<file path="src/hdl/rtspf_pkg.sv">
// ----------------------------------------------------------------------------
// rtspf_pkg
// Shared widths, character codes, status codes and control structs for the
// content-length response framer.
// ----------------------------------------------------------------------------
package rtspf_pkg;

   // widths of the body length and of the header byte counter
   localparam int LENGTH_BITS       = 32;
   localparam int HEADER_COUNT_BITS = 16;
   localparam int SIZE_BITS         = 33;

   // width wide enough for header count plus body length without loss
   localparam int WIDEST_BITS = (LENGTH_BITS > HEADER_COUNT_BITS) ?
                                LENGTH_BITS : HEADER_COUNT_BITS;
   localparam int SUM_BITS    = ((WIDEST_BITS > SIZE_BITS) ? WIDEST_BITS : SIZE_BITS) + 1;

   // length of the header name that carries the body length
   localparam logic [3:0] KEY_LEN = 4'd14;

   // character codes
   localparam logic [7:0] CHAR_CR    = 8'h0D;
   localparam logic [7:0] CHAR_LF    = 8'h0A;
   localparam logic [7:0] CHAR_SPACE = 8'h20;
   localparam logic [7:0] CHAR_TAB   = 8'h09;
   localparam logic [7:0] CHAR_COLON = 8'h3A;
   localparam logic [7:0] CHAR_ZERO  = 8'h30;
   localparam logic [7:0] CHAR_NINE  = 8'h39;
   localparam logic [7:0] CHAR_UPPER_A = 8'h41;
   localparam logic [7:0] CHAR_UPPER_Z = 8'h5A;
   localparam logic [7:0] CASE_OFFSET  = 8'h20;

   // end of header: CR LF CR LF
   localparam logic [31:0] HEADER_TERMINATOR = 32'h0D0A0D0A;

   // per-beat status codes
   typedef enum logic [1:0] {
      STATUS_PENDING  = 2'd0,
      STATUS_COMPLETE = 2'd1,
      STATUS_ERROR    = 2'd2
   } frame_status_type;

   // control from the framer to the line parser
   typedef struct packed {
      logic step;     // header byte that is not the end of the header
      logic restart;  // message finished, parser back to line start
      logic prev_cr;  // previous byte of this message was CR
   } parse_ctrl_type;

   // what the line parser reports for the current byte
   typedef struct packed {
      logic set_length;  // a length line ended with a good value
      logic mark_bad;    // the length value is malformed
   } parse_event_type;

   // lower-case text of the length header name, one character per index
   function automatic logic [7:0] key_char(input logic [3:0] idx);
      logic [7:0] c;
      unique case (idx)
         4'd0:    c = 8'h63; // c
         4'd1:    c = 8'h6F; // o
         4'd2:    c = 8'h6E; // n
         4'd3:    c = 8'h74; // t
         4'd4:    c = 8'h65; // e
         4'd5:    c = 8'h6E; // n
         4'd6:    c = 8'h74; // t
         4'd7:    c = 8'h2D; // -
         4'd8:    c = 8'h6C; // l
         4'd9:    c = 8'h65; // e
         4'd10:   c = 8'h6E; // n
         4'd11:   c = 8'h67; // g
         4'd12:   c = 8'h74; // t
         4'd13:   c = 8'h68; // h
         default: c = 8'h00;
      endcase
      return c;
   endfunction

endpackage

</file>
<file path="src/hdl/rtspf_line_parser.sv">
// ----------------------------------------------------------------------------
// rtspf_line_parser
// Walks one header line at a time: matches the name against the length
// header, then reads and checks the decimal value.
// ----------------------------------------------------------------------------
module rtspf_line_parser (
   input  logic                               clock,
   input  logic                               reset,
   input  rtspf_pkg::parse_ctrl_type          ctrl,
   input  logic [7:0]                         data_byte,
   output rtspf_pkg::parse_event_type         line_event,
   output logic [rtspf_pkg::LENGTH_BITS-1:0]  length_value
);

   typedef enum logic [2:0] {
      PH_NAME   = 3'd0,
      PH_SKIP   = 3'd1,
      PH_LEAD   = 3'd2,
      PH_DIGITS = 3'd3,
      PH_TRAIL  = 3'd4
   } line_phase_type;

   line_phase_type                       phase_ff, phase_in;
   logic [3:0]                           name_index_ff, name_index_in;
   logic                                 name_matches_ff, name_matches_in;
   logic [rtspf_pkg::LENGTH_BITS-1:0]    accum_ff, accum_in;

   logic [7:0]                           lower_byte;
   logic                                 is_digit;
   logic                                 is_blank;
   logic [rtspf_pkg::LENGTH_BITS+3:0]    accum_next;
   logic                                 accum_ovf;

   // byte classification
   assign is_digit = (data_byte >= rtspf_pkg::CHAR_ZERO) && (data_byte <= rtspf_pkg::CHAR_NINE);
   assign is_blank = (data_byte == rtspf_pkg::CHAR_SPACE) || (data_byte == rtspf_pkg::CHAR_TAB);
   assign lower_byte = ((data_byte >= rtspf_pkg::CHAR_UPPER_A) &&
                        (data_byte <= rtspf_pkg::CHAR_UPPER_Z)) ?
                       data_byte + rtspf_pkg::CASE_OFFSET : data_byte;

   // accum * 10 + digit, overflow when any bit above the length width is set
   assign accum_next = {accum_ff, 3'b000} + {2'b00, accum_ff, 1'b0}
                     + {{rtspf_pkg::LENGTH_BITS{1'b0}}, data_byte[3:0]};
   assign accum_ovf  = |accum_next[rtspf_pkg::LENGTH_BITS+3:rtspf_pkg::LENGTH_BITS];

   assign length_value = accum_ff;

   // next line state for this byte
   always_comb begin
      phase_in        = phase_ff;
      name_index_in   = name_index_ff;
      name_matches_in = name_matches_ff;
      accum_in        = accum_ff;
      line_event      = '0;

      if ((data_byte == rtspf_pkg::CHAR_LF) && ctrl.prev_cr) begin
         // line end: judge the value, then back to the name
         if (phase_ff == PH_LEAD) begin
            line_event.mark_bad = 1'b1;
         end
         if ((phase_ff == PH_DIGITS) || (phase_ff == PH_TRAIL)) begin
            line_event.set_length = 1'b1;
         end
         phase_in        = PH_NAME;
         name_index_in   = '0;
         name_matches_in = 1'b1;
         accum_in        = '0;
      end else begin
         unique case (phase_ff)
            PH_NAME: begin
               if (data_byte == rtspf_pkg::CHAR_COLON) begin
                  if (name_matches_ff && (name_index_ff == rtspf_pkg::KEY_LEN)) begin
                     phase_in = PH_LEAD;
                     accum_in = '0;
                  end else begin
                     phase_in = PH_SKIP;
                  end
               end else if ((name_index_ff < rtspf_pkg::KEY_LEN) &&
                            (lower_byte == rtspf_pkg::key_char(name_index_ff))) begin
                  name_index_in = name_index_ff + 4'd1;
               end else begin
                  name_matches_in = 1'b0;
               end
            end
            PH_SKIP: begin
            end
            PH_LEAD, PH_DIGITS, PH_TRAIL: begin
               // a CR not followed by LF is a stray character
               if (ctrl.prev_cr) begin
                  line_event.mark_bad = 1'b1;
               end
               if (data_byte == rtspf_pkg::CHAR_CR) begin
               end else if (is_blank) begin
                  if (phase_ff == PH_DIGITS) begin
                     phase_in = PH_TRAIL;
                  end
               end else if (is_digit && (phase_ff != PH_TRAIL)) begin
                  if (accum_ovf) begin
                     line_event.mark_bad = 1'b1;
                     accum_in = '0;
                  end else begin
                     accum_in = accum_next[rtspf_pkg::LENGTH_BITS-1:0];
                  end
                  phase_in = PH_DIGITS;
               end else begin
                  line_event.mark_bad = 1'b1;
               end
            end
            default: begin
            end
         endcase
      end
   end

   // line state registers
   always_ff @(posedge clock) begin
      if (reset || ctrl.restart) begin
         phase_ff        <= PH_NAME;
         name_index_ff   <= '0;
         name_matches_ff <= 1'b1;
         accum_ff        <= '0;
      end else if (ctrl.step) begin
         phase_ff        <= phase_in;
         name_index_ff   <= name_index_in;
         name_matches_ff <= name_matches_in;
         accum_ff        <= accum_in;
      end
   end

endmodule

</file>
<file path="src/hdl/rtsp_response_framer.sv">
// ----------------------------------------------------------------------------
// rtsp_response_framer: one status beat per byte, result registered in the cycle after accept
// Throughput one byte per cycle; req_ready drops only while a result is held
// and rsp_ready is low. Synchronous active-high reset starts a fresh message.
// ----------------------------------------------------------------------------
module rtsp_response_framer (
   input  logic                               clock,
   input  logic                               reset,
   input  logic                               req_valid,
   output logic                               req_ready,
   input  logic [7:0]                         req_data_byte,
   output logic                               rsp_valid,
   input  logic                               rsp_ready,
   output logic [1:0]                         rsp_frame_status,
   output logic [rtspf_pkg::SIZE_BITS-1:0]    rsp_message_size
);

   logic [23:0]                                recent_ff, recent_in;
   logic                                       in_body_ff, in_body_in;
   logic [rtspf_pkg::HEADER_COUNT_BITS-1:0]    header_count_ff, header_count_in;
   logic [rtspf_pkg::LENGTH_BITS-1:0]          found_length_ff, found_length_in;
   logic                                       header_bad_ff, header_bad_in;
   logic [rtspf_pkg::LENGTH_BITS-1:0]          body_rem_ff, body_rem_in;

   logic                                       rsp_valid_ff, rsp_valid_in;
   rtspf_pkg::frame_status_type                rsp_status_ff, rsp_status_in;
   logic [rtspf_pkg::SIZE_BITS-1:0]            rsp_size_ff, rsp_size_in;

   logic                                       accept;
   logic                                       restart;
   logic [31:0]                                window;
   logic [rtspf_pkg::LENGTH_BITS-1:0]          body_rem_dec;
   logic [rtspf_pkg::SUM_BITS-1:0]             body_total;
   logic [rtspf_pkg::SUM_BITS-1:0]             header_total;
   rtspf_pkg::parse_ctrl_type                  parse_ctrl;
   rtspf_pkg::parse_event_type                 parse_event;
   logic [rtspf_pkg::LENGTH_BITS-1:0]          parse_length;

   // handshake: output register frees when empty or being taken
   assign req_ready = !rsp_valid_ff || rsp_ready;
   assign accept    = req_valid && req_ready;

   assign rsp_valid        = rsp_valid_ff;
   assign rsp_frame_status = rsp_status_ff;
   assign rsp_message_size = rsp_size_ff;

   // byte history and size arithmetic
   assign window       = {recent_ff, req_data_byte};
   assign body_rem_dec = body_rem_ff - rtspf_pkg::LENGTH_BITS'(body_rem_ff != '0);
   assign body_total   = rtspf_pkg::SUM_BITS'(header_count_ff)
                       + rtspf_pkg::SUM_BITS'(found_length_ff);
   assign header_total = rtspf_pkg::SUM_BITS'(header_count_ff)
                       + rtspf_pkg::SUM_BITS'(1'b1);

   // header line parser
   rtspf_line_parser u_line_parser (
      .clock        (clock),
      .reset        (reset),
      .ctrl         (parse_ctrl),
      .data_byte    (req_data_byte),
      .line_event   (parse_event),
      .length_value (parse_length)
   );

   // per-beat message tracking
   always_comb begin
      recent_in       = recent_ff;
      in_body_in      = in_body_ff;
      header_count_in = header_count_ff;
      found_length_in = found_length_ff;
      header_bad_in   = header_bad_ff;
      body_rem_in     = body_rem_ff;
      restart         = 1'b0;
      parse_ctrl      = '0;
      rsp_status_in   = rsp_status_ff;
      rsp_size_in     = rsp_size_ff;
      rsp_valid_in    = rsp_valid_ff && !rsp_ready;

      parse_ctrl.prev_cr = (recent_ff[7:0] == rtspf_pkg::CHAR_CR);

      if (accept) begin
         rsp_valid_in  = 1'b1;
         rsp_status_in = rtspf_pkg::STATUS_PENDING;
         rsp_size_in   = '0;
         if (in_body_ff) begin
            // body bytes are only counted
            body_rem_in = body_rem_dec;
            if (body_rem_dec == '0) begin
               rsp_status_in = rtspf_pkg::STATUS_COMPLETE;
               rsp_size_in   = body_total[rtspf_pkg::SIZE_BITS-1:0];
               restart       = 1'b1;
            end
         end else if (&header_count_ff) begin
            // header over the size limit
            rsp_status_in = rtspf_pkg::STATUS_ERROR;
            restart       = 1'b1;
         end else begin
            header_count_in = header_count_ff + 1'b1;
            recent_in       = window[23:0];
            if (window == rtspf_pkg::HEADER_TERMINATOR) begin
               // end of header: error, done, or on to the body
               if (header_bad_ff) begin
                  rsp_status_in = rtspf_pkg::STATUS_ERROR;
                  restart       = 1'b1;
               end else if (found_length_ff == '0) begin
                  rsp_status_in = rtspf_pkg::STATUS_COMPLETE;
                  rsp_size_in   = header_total[rtspf_pkg::SIZE_BITS-1:0];
                  restart       = 1'b1;
               end else begin
                  in_body_in  = 1'b1;
                  body_rem_in = found_length_ff;
               end
            end else begin
               parse_ctrl.step = 1'b1;
               if (parse_event.mark_bad) begin
                  header_bad_in = 1'b1;
               end
               if (parse_event.set_length) begin
                  found_length_in = parse_length;
               end
            end
         end
      end

      parse_ctrl.restart = restart;
   end

   // message state
   always_ff @(posedge clock) begin
      if (reset || restart) begin
         recent_ff       <= '0;
         in_body_ff      <= 1'b0;
         header_count_ff <= '0;
         found_length_ff <= '0;
         header_bad_ff   <= 1'b0;
         body_rem_ff     <= '0;
      end else begin
         recent_ff       <= recent_in;
         in_body_ff      <= in_body_in;
         header_count_ff <= header_count_in;
         found_length_ff <= found_length_in;
         header_bad_ff   <= header_bad_in;
         body_rem_ff     <= body_rem_in;
      end
   end

   // result register
   always_ff @(posedge clock) begin
      if (reset) begin
         rsp_valid_ff <= 1'b0;
      end else begin
         rsp_valid_ff <= rsp_valid_in;
      end
      rsp_status_ff <= rsp_status_in;
      rsp_size_ff   <= rsp_size_in;
   end

endmodule

</file>
<file path="config.mk">
export PLATFORM = sky130hd
export DESIGN_NAME = rtsp_response_framer
export DESIGN_NICKNAME = d
export VERILOG_FILES = /design/src/hdl/rtspf_pkg.sv /design/src/hdl/rtspf_line_parser.sv /design/src/hdl/rtsp_response_framer.sv
export SDC_FILE = /design/constraint.sdc
export NUM_CORES = 1
export LEC_CHECK = 0
export ABC_AREA = 1
export BUFFER_PORTS_ARGS = -buffer_cell sky130_fd_sc_hd__buf_4
export CORE_MARGIN = 1
export CORE_UTILIZATION = 43
export CTS_BUF_LIST = sky130_fd_sc_hd__clkbuf_16
export DETAILED_ROUTE_END_ITERATION = 8
export PLACE_DENSITY = 0.71
export SLEW_MARGIN = 30
export SYNTH_ARGS = -nofsm -noshare
export SYNTH_HDL_FRONTEND = slang
export SYNTH_SLANG_ARGS = --single-unit
</file>
<file path="constraint.sdc">
create_clock -name clock -period 6.3 [get_ports clock]
set_input_delay 0.315 -clock clock [delete_from_list [all_inputs] [get_ports clock]]
set_output_delay 0.315 -clock clock [all_outputs]
set_load 0.1 [all_outputs]
</file>
==> out/results.ini <==
[timing]
relSlewSlack_pct=34.1
rsz0062_at_grt=no
slew_violations=0
fmax_ghz=0.213
finalClockSkew_ps=11.3
worstMarginPinSlew_ps=987
setup_viol=0
hold_viol=0
period_share_pct=74.5
finalSetupTns_ps=0
period_needed_ps=4690

[synth]
yosysMostFrequentCell=nand2_1
synth_top_family_by_area=simple AND/OR/NAND/NOR gates
muxShareOfSynthArea_pct=0
syn-cell-area_um2=13100
synth_seq_area_share_pct=31.5
synth_compound_area_share_pct=15.5
synth-seq-cells=189
synth_commonest_cells=nand2_1 (545), nor2_1 (228), a21oi_1 (183), inv_1 (159), dfxtp_1 (154)
synth_top_area_share_pct=23.5
synthTopCellsByArea=dfxtp_1 (23%), nand2_1 (16%), ha_1 (8.8%), edfxtp_1 (8.0%), a21oi_1 (7.0%)
synth_ff_type=dfxtp_1
synth.distinct_cells=52
yosys.area.top_type=dfxtp_1
synth_edf_count=35
synth_nets=2013
synthXorXnorAreaFrac_pct=4.61
synth-simple-area-share_pct=31.4
netlist_instances=1906
syn_area_per_cell_um2=6.88
async_reset_ff_share_pct=0
synthAdderAreaFrac_pct=9.23
yosys_warnings=0

[pwr]
powerDensity_nw_per_um2=175
power_mw=2.48
p_leak_nw=6.42
peakVddDrop_mv=0.203

[critical_path]
max_stage_delay_ps=810
timing.rr.end=u_line_parser.phase_ff[2]
r2r_start=body_rem_ff[4]
crit_slowest_cell=buf_4
path_class=reg2reg
cp.required_ps=6580
crit_arrival_ps=4980
crit_chain=nor2_4 > nand2_2 > nor4_1 > nand3_1 > ha_1 > ha_1 > nand2_4 > inv_1 > nand3_1 > nand2_1 > nor2_1 > nand3_1 > nor3_1 > nand3_2 > nand2_2 > nand2_4 > nand2_4 > buf_4 > nor2_1
critPathMaxFanout=81
critPathTopFamily=simple AND/OR/NAND/NOR gates
end_kind=flop
cp-start-kind=flop
critPathBufInv=2
reg2reg_slack_ps=1610
rr_worst_depth=19

[cts]
clk_pin_slew_ps=70
cts_buffers=17
cts_hold_buffers=0
clock-root-buffer=clkbuf_16
cts.sinks=189
cts.path.max_buffers=2
cts-resized-gates=0
clock_latency_ps=440
cts_setup_buffers=0
htree_levels=4
cts_tree=built

[global_routing]
grt_max_degree=82
grt_pass1_vias=11700
grt_pass1_wl_mm=59.1
grt_overflow=0
antenna_found_initial=0
grt_usage_pct=23.7

[detailed_routing]
wire_per_inst_um=15.7
vias=12600
via_per_inst=5.45
drcViolationCount=0
ant_nets=0
drtIter0Drc=1108
drt-total-wl_mm=36.3
firstDrtPassIters=8

[finish]
stdcell_area_um2=14200
diodes=0
drive_above_1_share_pct=7.11
area_growth_pct=8.29
nNetsFinal=2023

[run_status]
status=finished clean

[hold_path]
hold_path_class=in2reg
hold_depth=2
hold_end=rsp_valid
holdCritStartpoint=reset

[placed_design]
dp_hpwl_mm=27.3
postPlaceCellArea_um2=13700
port_buffers=48
place_congestion=0.986

[floorplanning]
rows=63
die_w_um=177
fp.dieH_um=177
die-area_um2=31200
num_io_pins=49
coreArea_um2=29800
start_util_pct=44.0

[job]
max_cap_viol_count=0

-- state kept, by name, indices dropped and copies added (netlist names), 2 cells and up, named ones only --
register	count
rsp_message_size	33
header_count_ff	16
body_rem_ff	32
u_line_parser.name_index_ff	4
u_line_parser.phase_ff	3
rsp_frame_status	2
found_length_ff	32
u_line_parser.length_value	32
recent_ff	24
-- power by group --
group	internal [mW]	total (mW)	switching, mW
combinational	0.0385	0.196	0.158
clock	0.529	1.03	0.500
sequential	1.25	1.26	0.0101
-- cell usage in the layout (no fill, tap or decap), types with 13 or more instances in the layout --
master,count
nand2_1,545
nor2_1,225
a21oi_1,183
inv_1,162
dfxtp_1,154
ha_1,92
nand3_1,85
buf_4,54
xor2_1,43
o21ai_0,37
edfxtp_1,35
o2111ai_1,30
nand4_1,27
xnor2_1,26
o211ai_1,23
a22oi_1,23
clkbuf_16,18
or2_2,15
nor3_1,15
o21ai_1,13
-- per-layer routing --
layer | up-vias | track usage (%) | wire [um]
met4 | 0 | 8.69 | 1080
met1 | 5809 | 32.0 | 16900
li1 | 6393 | - | -
met5 | - | 0 | 0
met2 | 364 | 38.2 | 16400
met3 | 71 | 3.54 | 1910
-- stage by stage --
step	utilization (%)	setup slack, ps	hold WS (ps)	cells
after CTS	47.6	1640	84.7	2317
after global placement	45.8	1760	451	2286
after global routing	47.7	1280	86.4	2318
after floorplan	-	2600	384	1906
after detailed placement	45.8	1700	462	2286
final	47.7	1610	81.0	2318
-- cells by family (layout without fill, tap and decap cells) --
kind of cell    after synthesis  in the layout
compound gates              346            346
xor+xnor                     69             69
fa+ha+maj                    95             95
buf+inv                     235            257
flops                       189            189
simple gates                972            972
-- worst max path at each step --
| stage | from | end | slack (ps) | depth (start not counted) |
|---|---|---|---|---|
| floorplan | rsp_valid | flop | 2600 | 15 |
| global placement | body_rem_ff[4] | u_line_parser.phase_ff[2] | 1760 | 21 |
| detailed placement | body_rem_ff[4] | body_rem_ff[24] | 1700 | 21 |
| global route | body_rem_ff[8] | u_line_parser.phase_ff[2] | 1280 | 20 |
| CTS | body_rem_ff[4] | u_line_parser.phase_ff[2] | 1640 | 21 |
| finish | body_rem_ff[4] | u_line_parser.phase_ff[2] | 1610 | 19 |
-- cell type report --
class                           instances  area (um2)
Sequential cell                       189        4130
Fill cell                            3101       15600
Inverter                              171         642
Timing Repair Buffer                   55         417
Clock buffer                           18         450
Tap cell                              390         488
Clock inverter                         13        92.6
Multi-Input combinational cell       1482        7980
Power figures use the tool's default switching activity.
